**src/thvn_pkg.sv**
```systemverilog
// shared types, constants and job decode for the terrain height value noise block
package thvn_pkg;

  // noise space coordinates carry 16 fraction bits
  localparam int unsigned CW = 40;
  localparam int unsigned NW = 48;

  localparam logic [31:0] HASH_KX  = 32'd374761393;
  localparam logic [31:0] HASH_KZ  = 32'd668265263;
  localparam logic [31:0] HASH_MIX = 32'd1274126177;

  localparam logic signed [14:0]   CONT_SCALE = 15'sd9830;
  localparam logic signed [CW-1:0] CONT_OFS   = 40'sd6553600;
  localparam logic signed [CW-1:0] RIDGE_OFS  = 40'sd3276800;

  localparam logic signed [25:0] Q24_ONE_S = 26'sd16777216;
  localparam logic signed [25:0] EDGE0     = 26'sd838861;
  localparam logic signed [25:0] K_LAND    = 26'sd14260634;
  localparam logic signed [25:0] K_HILL    = 26'sd5872026;
  localparam logic [25:0]        K_RIDGE   = 26'd43620762;

  localparam int unsigned JOBS   = 15;
  localparam int unsigned QDEPTH = 4;
  localparam int unsigned QAW    = $clog2(QDEPTH);
  localparam int unsigned QCW    = $clog2(QDEPTH + 1);

  // fractal sums are divided by 2^oct - 1 through a reciprocal and one correction
  localparam logic [5:0]  DIV_CONT    = 6'd15;
  localparam logic [5:0]  DIV_BASE    = 6'd63;
  localparam logic [5:0]  DIV_RIDGE   = 6'd31;
  localparam logic [32:0] RECIP_CONT  = 33'((64'd1 << 36) / 64'd15);
  localparam logic [32:0] RECIP_BASE  = 33'((64'd1 << 36) / 64'd63);
  localparam logic [32:0] RECIP_RIDGE = 33'((64'd1 << 36) / 64'd31);

  localparam logic [1:0] FRAC_CONT  = 2'd0;
  localparam logic [1:0] FRAC_BASE  = 2'd1;
  localparam logic [1:0] FRAC_RIDGE = 2'd2;

  localparam logic [2:0] REG_SEED        = 3'd0;
  localparam logic [2:0] REG_AMPLITUDE   = 3'd1;
  localparam logic [2:0] REG_FREQUENCY   = 3'd2;
  localparam logic [2:0] REG_SHORE_LEVEL = 3'd3;
  localparam logic [2:0] REG_WATER_DEPTH = 3'd4;

  typedef struct packed {
    logic signed [31:0] seed;
    logic [19:0]        amplitude;
    logic [23:0]        frequency;
    logic signed [23:0] shore_level;
    logic [15:0]        water_depth;
  } cfg_t;

  typedef struct packed {
    logic signed [CW-1:0] fx;
    logic signed [CW-1:0] fz;
    logic signed [CW-1:0] cx;
    logic signed [CW-1:0] cz;
    logic signed [CW-1:0] rx;
    logic signed [CW-1:0] rz;
  } coord_t;

  typedef struct packed {
    logic [1:0] frac;
    logic [2:0] oct;
    logic [2:0] shift;
    logic       first;
    logic       last_frac;
    logic       last_item;
  } tag_t;

  // job order: continent octaves 0..3, hills 0..5, ridges 0..4
  function automatic tag_t job_decode(input logic [3:0] job);
    tag_t t;
    logic [2:0] o;
    t = '0;
    if (job < 4'd4) begin
      o = job[2:0];
      t.frac = FRAC_CONT;
      t.shift = 3'd3 - o;
      t.last_frac = (o == 3'd3);
    end else if (job < 4'd10) begin
      o = 3'(job - 4'd4);
      t.frac = FRAC_BASE;
      t.shift = 3'd5 - o;
      t.last_frac = (o == 3'd5);
    end else begin
      o = 3'(job - 4'd10);
      t.frac = FRAC_RIDGE;
      t.shift = 3'd4 - o;
      t.last_frac = (o == 3'd4);
    end
    t.oct = o;
    t.first = (o == 3'd0);
    t.last_item = (job == 4'(JOBS - 1));
    return t;
  endfunction

endpackage

```
**src/thvn_queue.sv**
```systemverilog
// small fifo of coordinate words between front and back
module thvn_queue (
  input  logic             clk,
  input  logic             rst,
  input  logic             push_valid,
  input  thvn_pkg::coord_t push_word,
  output logic             full,
  output logic             head_valid,
  output thvn_pkg::coord_t head,
  input  logic             pop
);

  thvn_pkg::coord_t mem [thvn_pkg::QDEPTH];
  logic [thvn_pkg::QAW-1:0] wr, rd;
  logic [thvn_pkg::QCW-1:0] count;
  logic push;

  assign full = (count == thvn_pkg::QCW'(thvn_pkg::QDEPTH));
  assign head_valid = (count != '0);
  assign head = mem[rd];
  assign push = push_valid && !full;

  always_ff @(posedge clk) begin
    if (push) begin
      mem[wr] <= push_word;
    end
  end

  always_ff @(posedge clk) begin
    if (rst) begin
      wr <= '0;
      rd <= '0;
      count <= '0;
    end else begin
      if (push) begin
        wr <= wr + 1'b1;
      end
      if (pop) begin
        rd <= rd + 1'b1;
      end
      if (push && !pop) begin
        count <= count + 1'b1;
      end else if (pop && !push) begin
        count <= count - 1'b1;
      end
    end
  end

  a_count_bound: assert property (@(posedge clk) disable iff (rst)
    count <= thvn_pkg::QCW'(thvn_pkg::QDEPTH))
    else $error("queue count beyond depth");

endmodule

```
**config.mk**
```make
export PLATFORM = sky130hd
export DESIGN_NAME = thvn_queue
export DESIGN_NICKNAME = d
export VERILOG_FILES = /design/src/thvn_pkg.sv /design/src/thvn_queue.sv
export SDC_FILE = /design/constraint.sdc
export NUM_CORES = 1
export LEC_CHECK = 0
export BUFFER_PORTS_ARGS = -buffer_cell sky130_fd_sc_hd__buf_2
export CAP_MARGIN = 20
export CORE_MARGIN = 1
export CORE_UTILIZATION = 40
export DETAILED_ROUTE_END_ITERATION = 16
export PLACE_DENSITY = 0.66
export SKIP_CTS_REPAIR_TIMING = 1
export SYNTH_ARGS = -nofsm -noshare
export SYNTH_HDL_FRONTEND = slang
export SYNTH_SLANG_ARGS = --single-unit
```
**constraint.sdc**
```tcl
create_clock -name clk -period 7.09 [get_ports clk]
set_input_delay 0.3545 -clock clk [delete_from_list [all_inputs] [get_ports clk]]
set_output_delay 0.3545 -clock clk [all_outputs]
set_load 0.02 [all_outputs]
```
==> impl_results.md, run 1 <==
* GPL Wtd Cong at 0.774
* Fin crit period at 3680 ps
* TritonCTS clock tree: yes
* Die Area at 88900 um2
* R2r endpoint: mem[0][30]$_DFFE_PP_
* Post-route ant nets at 0
* Syn_nets at 1552
* Setup ws final at 3410 ps
* Area growth syn-to-layout at 25.9%
* CP required at 6740 ps
* Cells along the critical path: buf_12, mux4_2, buf_2
* Fmax at 272 MHz
* Layout cells sized above 1 at 40.6%
* Largest stage delay, worst path at 990 ps
* Synthesized cell area at 35100 um2
* Status: completed
* Worst-Margin Slew at 1120 ps
* Gr usage total at 15.6%
* Synth top area cells: edfxtp_1, mux4_2, buf_6
* Chip width at 298 um
* Max-slew violations at 0
* Final nets at 2335
* Yosys warns at 0
* Starting Density at 40.4%
* Leakage at 14.8 nW
* Clock Sinks at 969
* CTS root buf: clkbuf_16
* Cells after Synth at 1302
* Setup Skew at 17.5 ps
* Commonest cells after routing, fill and taps aside: edfxtp_1, buf_2, dlygate4sd3_1
* I/O Buffers at 485
* Synth cell types at 20
* Slowest CP cell: dfxtp_4
* Final Hold Fails at 0
* Largest family of logic cells by synthesized area: multiplexers
* Min-delay worst type: in -> reg
* Post-Synth Adder-Cell Area at 0.235%
* # setup viols final at 0
* Worst Setup Path Type: reg -> out
* Setup tns final at 0 ps
* Critical path endpoint category: output port
* Hold depth at 3
* Sequential fraction of the synthesis area at 82.7%
* DRT Wirelength at 71100 um
* Max-cap viol count at 0
* Syn avg cell area at 27.0 um2
* Crit start category: register
* Clk buf depth at 3
* RSZ-0062 raised after global routing: false
* Post-layout power at 0.0137 W
* Max rail drop VDD at 265 uV
* Post-synthesis xor/xnor area fraction at 0.0998%
* Critical Path AT at 3320 ps
* Htree depth at 3
* Pwr/cell area at 310 nW/um2
* Worst-path clk slew at 60 ps
* Num rows at 108
* Final period utilization at 51.9%
* First-pass GRT wire length at 105000 um
* Post-detail-place hpwl at 41100 um
* Critical R2R Launch: count[0]$_SDFFE_PP0P_
* Synth Area in Simple Gates at 0.257%
* Mux cell area share after synthesis at 15.5%
* Core area at 86900 um2
* Congestion Overflow GR at 0
* Leading cell type in the layout, fill and taps excluded: edfxtp_1
* Max-Slew Margin vs Limit at 25.4%
* Drt drc at 0
* Post-synthesis compound-gate area fraction at 0.0571%
* DR iter-0 viols at 1095
* Via/cell ratio at 5.01
* Via Count at 16639
* Area share of the largest cell type after synthesis at 82.2%
* Io pins at 486
* Die Ht at 298 um
* Wire length per cell at 21.4 um
* R2R cell count at 4
* Initial antenna violation count at 1
* CTS buffer count at 96
* Worst-Skew Late Latency at 650 ps
* Min-delay src: pop
* Vias in the first global route at 16587
* DR pass1 iterations at 5
* R2R setup slack at 3890 ps
* Pre-CTS setup slack at 3900 ps
* Largest net degree at the start of global routing at 136
* Seq cells post-synth at 969
* CP Max Fanout at 95
* Post-synth top area cell: edfxtp_1
## cells in the mapped netlist (all sizes together)
master,n
xor2,3
o21ai,2
edfxtp,960
buf,48
dfxtp,9
nand2b,2
nor3b,1
or3,3
fa,1
inv,5
ha,5
and2,4
xnor2,1
nor2,6
clkbuf,7
nand2,1
a21oi,2
mux2i,2
mux4,240
## critical path, delay by kind of cell, from the launching register on
family	cells	cell delay, ps
flops	1	990
mux	1	640
buf+inv	2	750
## cells by family after synthesis
kind of cell / after synthesis
AND/OR/NAND/NOR: 17
adder cells (fa/ha/maj): 6
flip-flops: 969
AO/OA/AOI/OAI: 4
buffers and inverters: 60
XOR/XNOR: 4
multiplexers: 242
## report_power, final
group	leakage [nW]	switching, W	internal, W
Combinational	4.47	0.00114	0.000758
Clock	1.47	0.00207	0.00277
Sequential	8.87	0.000123	0.00683
Total	14.8	0.00334	0.0104
## flip-flops by register name, summed over array words and instances (netlist names), named ones only
register,count
rd,2
count,3
wr,2
mem,960
## per-layer routing
metal | vias to the layer above | GRT usage, % | share of wire (%)
li1 | 7247 | - | -
met2 | 551 | 25.6 | 51
met4 | 0 | 4.10 | 1.8
met5 | - | 0 | 0
met1 | 8738 | 19.6 | 40
met3 | 103 | 5.72 | 7.6
## worst max-delay path by stage
| stage | start | cells past startpoint | end |
|---|---|---|---|
| CTS | register | 3 | head[75] |
| global placement | push_valid | 5 | mem[0][170]$_DFFE_PP_ |
| finish | register | 3 | head[94] |
| floorplan | count[0]$_SDFFE_PP0P_ | 3 | mem[2][0]$_DFFE_PP_ |
| detailed placement | count[0]$_SDFFE_PP0P_ | 4 | mem[0][117]$_DFFE_PP_ |
| global route | register | 3 | head[75] |
## metrics by stage
stage / hold slack (ps) / utilization, % / std cells / area [um2]
floorplan: 453 / - / 1302 / 35100
global placement: 476 / 44.6 / 2901 / 38800
detailed placement: 497 / 44.6 / 2901 / 38800
CTS: -153 / 48.1 / 3076 / 41800
global route: 22.1 / 50.9 / 3318 / 44200
finish: 42.9 / 50.9 / 3320 / 44200
## final cells by class
| cell class | instances | area [um2] |
|---|---|---|
| Clock inverter | 58 | 510 |
| Tap cell | 1155 | 1450 |
| Sequential cell | 969 | 29000 |
| Antenna cell | 3 | 7.51 |
| Timing Repair Buffer | 740 | 5030 |
| Inverter | 5 | 18.8 |
| Fill cell | 6767 | 42700 |
| Clock buffer | 117 | 2500 |
| Multi-Input combinational cell | 273 | 5660 |
(Power assumes the default switching activity.)
==> inputs of run 2 (changes only) <==
--- a/config.mk
+++ b/config.mk
@@ -10,7 +10,7 @@
 export CORE_MARGIN = 1
 export CORE_UTILIZATION = 40
 export DETAILED_ROUTE_END_ITERATION = 16
-export PLACE_DENSITY = 0.66
+export PLACE_DENSITY = 0.64
 export SKIP_CTS_REPAIR_TIMING = 1
 export SYNTH_ARGS = -nofsm -noshare
 export SYNTH_HDL_FRONTEND = slang
==> constraint.sdc (replaced) <==
create_clock -name clk -period 3.6 [get_ports clk]
set_input_delay 0.18 -clock clk [delete_from_list [all_inputs] [get_ports clk]]
set_output_delay 0.18 -clock clk [all_outputs]
set_load 0.02 [all_outputs]
==> impl_results.md, run 2 (same netlist as run 1, synthesis figures left out) <==
* Fillers at 6717
* Max rail drop VDD at 465 uV
* Post-layout power at 0.0275 W
* Fmax at 348 MHz
* Layout cells sized above 1 at 41.5%
* Area growth syn-to-layout at 27.8%
* DR iter-0 viols at 1047
* Max-slew violations at 0
* Largest register FFs at 960
* Max-Slew Margin vs Limit at 47.1%
* Critical path endpoint category: output port
* Final nets at 2374
* Io pins at 486
* Min-delay worst type: in -> reg
* Wire length per cell at 21.8 um
* Fin crit period at 2870 ps
* Vias in the first global route at 16919
* Die Area at 88900 um2
* CTS buffer count at 98
* Htree depth at 3
* Max-cap viol count at 0
* Final period utilization at 79.8%
* Setup Skew at 19.2 ps
* Starting Density at 40.4%
* Pint at 0.0208 W
* Chip width at 298 um
* Crit start category: register
* Worst-path clk slew at 60 ps
* Hold WS at 268 ps
* Num rows at 108
* Pwr/cell area at 614 nW/um2
* Worst-Margin Slew at 794 ps
* Congestion Overflow GR at 0
* DRT Wirelength at 73400 um
* P_sw at 0.00672 W
* Setup ws final at 727 ps
* Non-Filler Cell Area, Final at 44900 um2
* Placed inst area at 39200 um2
* Largest net degree at the start of global routing at 77
* Critical Path AT at 2690 ps
* Status: completed
* Post-detail-place hpwl at 44600 um
* TritonCTS clock tree: yes
* CP Max Fanout at 34
* DR pass1 iterations at 4
* Via Count at 16711
* Biggest regs: mem: 960 flops, count: 3 flops
* Clock network fraction of design power at 36.2%
* First-pass GRT wire length at 107000 um
* Slowest CP cell: buf_4
* # setup viols final at 0
* Largest stage delay, worst path at 630 ps
* Commonest cells after routing, fill and taps aside: edfxtp_1, buf_2, dlygate4sd3_1
* Drt drc at 0
* Sw frac at 24.4%
* Post-route ant nets at 0
* RSZ-0062 raised after global routing: false
* Core area at 86900 um2
* Initial antenna violation count at 4
* I/O Buffers at 485
* Most flops, register: mem
* GPL Wtd Cong at 0.741
* Leading cell type in the layout, fill and taps excluded: edfxtp_1
* Final Hold Fails at 0
* Cells along the critical path: buf_4, mux4_2, buf_2
* Leakage at 15.1 nW
* CTS root buf: clkbuf_16
* Clock Sinks at 969
* Worst-Skew Late Latency at 660 ps
* Sequential Power Share at 49.5%
* Pre-CTS setup slack at 1150 ps
* Via/cell ratio at 4.97
* Final Util at 51.6%
* CP required at 3420 ps
* Die Ht at 298 um
* Clk buf depth at 3
* Worst Setup Path Type: reg -> out
* Gr usage total at 16.1%
* Comb power frac at 14.2%
[run 2: cell types whose count changed in the layout (fill, tap and decap cells not counted), sizes merged, moves of 2 or more]
cell | before | now
diode | 3 | 1
buf | 499 | 533
bufinv | 7 | 10
clkinvlp | 4 | 2
clkbuf | 117 | 121
dlygate4sd3 | 241 | 244
[run 2: cell type report]
type / instances / area [um2] / area share [%]
flip-flops and latches: 969 / 29000 / 64.7
multi-input cells: 273 / 5660 / 12.6
repair buffers: 777 / 5520 / 12.3
clock buffers: 121 / 2560 / 5.71
well taps: 1155 / 1450 / 3.22
clock inverters: 61 / 633 / 1.41
inverters: 5 / 18.8 / 0.0418
diodes: 1 / 2.50 / 0.00558
[run 2: worst paths after layout]
check | from | end | slack, ps | cells after the start
min | push_word[174] | mem[3][174]$_DFFE_PP_ | 270 | 2
max | register | head[104] | 730 | 3
min reg2reg | count[2]$_SDFFE_PP0P_ | count[2]$_SDFFE_PP0P_ | 510 | 2
max reg2reg | count[0]$_SDFFE_PP0P_ | mem[0][194]$_DFFE_PP_ | 1200 | 4
[run 2: critical path, delay by kind of cell (launching register included)]
family / cells / cell delay [ps]
buffers and inverters: 2 / 820
muxes: 1 / 630
DFF: 1 / 560
[run 2: per-stage QoR]
step | setup TNS [ps] | std cells
global placement | 0 | 2935
global route | 0 | 3361
finish | 0 | 3362
CTS | 0 | 3117
detailed placement | 0 | 2935
floorplan | -622640 | 1302
[run 2: routing by layer]
metal	wire length (um)	up-vias	track usage, %
met5	42	-	0
met4	1520	6	4.64
met3	5210	108	5.08
met2	37800	556	26.8
met1	28900	8721	20.2
li1	-	7320	-
[run 2: power by group through the flow]
stage / clock (W) / combinational (W) / sequential, W
after floorplan: 0 / 0.00233 / 0.0139
after global placement: 0 / 0.00373 / 0.0138
after detailed placement: 0 / 0.00378 / 0.0139
after CTS: 0.0102 / 0.00379 / 0.0137
after global routing: 0.0106 / 0.00419 / 0.0137
final: 0.00998 / 0.00392 / 0.0136
==> inputs of run 3 (changes only) <==
--- a/config.mk
+++ b/config.mk
@@ -5,12 +5,13 @@
 export SDC_FILE = /design/constraint.sdc
 export NUM_CORES = 1
 export LEC_CHECK = 0
+export ABC_AREA = 1
 export BUFFER_PORTS_ARGS = -buffer_cell sky130_fd_sc_hd__buf_2
 export CAP_MARGIN = 20
 export CORE_MARGIN = 1
 export CORE_UTILIZATION = 40
 export DETAILED_ROUTE_END_ITERATION = 16
-export PLACE_DENSITY = 0.64
+export PLACE_DENSITY = 0.66
 export SKIP_CTS_REPAIR_TIMING = 1
 export SYNTH_ARGS = -nofsm -noshare
 export SYNTH_HDL_FRONTEND = slang
==> constraint.sdc (replaced) <==
create_clock -name clk -period 2.6 [get_ports clk]
set_input_delay 0.13 -clock clk [delete_from_list [all_inputs] [get_ports clk]]
set_output_delay 0.13 -clock clk [all_outputs]
set_load 0.02 [all_outputs]
==> impl_results.md, run 3 <==
* Synth top area cells: edfxtp_1, o21ai_0, nor2_1
* Htree depth at 3
* Final period utilization at 98.1%
* Synthesized cell area at 35700 um2
* Largest net degree at the start of global routing at 124
* Leakage at 15.9 nW
* Largest register FFs at 960
* R2r endpoint: mem[0][36]$_DFFE_PP_
* Leading cell type in the layout, fill and taps excluded: edfxtp_1
* P_sw at 0.00903 W
* Status: completed
* Core area at 88400 um2
* Io pins at 486
* Die Area at 90500 um2
* Seq cells post-synth at 969
* First-pass GRT wire length at 124000 um
* DRT Wirelength at 87100 um
* Cells along the critical path: buf_12, buf_16, o21ai_0, o22ai_1, buf_2
* Commonest cells after routing, fill and taps aside: edfxtp_1, nor2_1, buf_2
* Max-cap viol count at 0
* Area growth syn-to-layout at 27.6%
* Critical R2R Launch: count[1]$_SDFFE_PP0P_
* Pwr/cell area at 799 nW/um2
* Critical path endpoint category: output port
* Chip width at 301 um
* I/O Buffers at 485
* Setup Skew at 18.2 ps
* Post-detail-place hpwl at 50800 um
* Syn_nets at 2636
* Layout cells sized above 1 at 22.1%
* Clock network fraction of design power at 36.1%
* Critical Path AT at 2420 ps
* Worst-Skew Late Latency at 650 ps
* Vias in the first global route at 20992
* CTS buffer count at 99
* Biggest regs: mem: 960 flops, count: 3 flops
* Pint at 0.0274 W
* Final Hold Fails at 0
* Synth cell types at 18
* Most numerous cell in the Yosys netlist: edfxtp_1
* Post-route ant nets at 0
* Starting Density at 40.4%
* Cells after Synth at 2386
* Most instantiated cells after synthesis: edfxtp_1, nor2_1, o21ai_0
* Via Count at 22805
* Comb power frac at 13.0%
* Max-slew violations at 0
* Clk buf depth at 3
* Max rail drop VDD at 665 uV
* CTS root buf: clkbuf_16
* Slowest CP cell: dfxtp_4
* DR pass1 iterations at 5
* Post-synth top area cell: edfxtp_1
* Via/cell ratio at 5.20
* Congestion Overflow GR at 0
* # setup viols final at 0
* Clock Sinks at 969
* Max-Slew Margin vs Limit at 53.1%
* Fmax at 392 MHz
* Top Family by Delay on Critical Path: buffers and inverters
* Die Ht at 301 um
* Yosys warns at 0
* DR iter-0 viols at 1704
* Gr usage total at 17.9%
* Final nets at 3392
* Worst-path clk slew at 60 ps
* Crit start category: register
* Syn avg cell area at 15.0 um2
* Worst Setup Path Type: reg -> out
* Initial antenna violation count at 6
* Fin crit period at 2550 ps
* Hold WS at 220 ps
* CP Max Fanout at 43
* Post-synth EDFFs at 960
* End of the critical path: head[100]
* R2R cell count at 6
* Sequential Power Share at 50.9%
* Worst-Margin Slew at 704 ps
* Pre-CTS setup slack at 625 ps
* Largest stage delay, worst path at 540 ps
* CP required at 2470 ps
* FFs w/ async S/R, synth at 0%
* Worst path bufs/invs at 3
* Drt drc at 0
* Wire length per cell at 19.9 um
* Worst path depth at 5
* Sw frac at 24.8%
* Most flops, register: mem
* Area share of the largest cell type after synthesis at 80.7%
* TritonCTS clock tree: yes
* RSZ-0062 raised after global routing: true
* Sequential fraction of the synthesis area at 81.2%
* Setup ws final at 49.2 ps
* GPL Wtd Cong at 0.787
* R2R setup slack at 750 ps
* Min-delay worst type: in -> reg
* Post-synth top flop: edfxtp_1
* Num rows at 109
* Final Util at 51.6%
[run 3: routing by layer]
| metal | track usage (%) | routed length [um] | up-vias |
|---|---|---|---|
| li1 | - | - | 10573 |
| met1 | 22.1 | 35400 | 11311 |
| met2 | 29.2 | 43400 | 754 |
| met3 | 4.53 | 5430 | 165 |
| met4 | 8.62 | 2850 | 2 |
| met5 | 0 | 13 | - |
[run 3: cell type report]
| class | count | area, um2 |
|---|---|---|
| fillers | 7224 | 42800 |
| flip-flops and latches | 969 | 29000 |
| repair buffers | 814 | 6010 |
| multi-input cells | 1238 | 5990 |
| clock buffers | 118 | 2590 |
| well taps | 1165 | 1460 |
| clock inverters | 53 | 387 |
| inverters | 20 | 98.8 |
| diodes | 6 | 15.0 |
[run 3: cell families (layout without fill, tap and decap cells)]
family / Yosys count / after routing / share of synthesized area (%)
DFF: 969 / 969 / 81.2
adders and majority gates: 6 / 6 / 0.231
other: 0 / 6 / 0
buffers and inverters: 179 / 1005 / 2.19
AOI/OAI and AO/OA: 729 / 729 / 11.1
and+or+nand+nor: 503 / 503 / 5.32
[run 3: worst min-delay path by stage]
stage	slack, ps	endpoint	startpoint	depth (start not counted)
after global placement	340	mem[2][88]$_DFFE_PP_	push_word[88]	1
final	220	mem[1][216]$_DFFE_PP_	push_word[216]	2
after CTS	-390	mem[0][145]$_DFFE_PP_	push_word[145]	1
after detailed placement	350	mem[2][197]$_DFFE_PP_	push_word[197]	1
after global routing	180	mem[2][237]$_DFFE_PP_	push_word[237]	2
after floorplan	230	mem[0][0]$_DFFE_PP_	push_word[0]	0
[run 3: through the flow]
| stage | power, W | instance area (um2) | TNS [ps] | cells |
|---|---|---|---|---|
| 2_1_floorplan | 0.0214 | 35800 | -1872600 | 2386 |
| 3_3_place_gp | 0.0232 | 40000 | 0 | 3956 |
| 3_5_place_dp | 0.0232 | 40000 | 0 | 3956 |
| 4_1_cts | 0.0363 | 43000 | -1880 | 4127 |
| 5_1_grt | 0.0377 | 45600 | -7.32 | 4382 |
| 6_report | 0.0364 | 45600 | 0 | 4383 |
[run 3: power by group through the flow]
stage	Combinational (W)	Sequential (W)	Clock, W
3_3_place_gp	0.00433	0.0188	0
3_5_place_dp	0.00438	0.0189	0
5_1_grt	0.00508	0.0186	0.0140
4_1_cts	0.00439	0.0185	0.0134
2_1_floorplan	0.00245	0.0189	0
6_report	0.00473	0.0185	0.0132
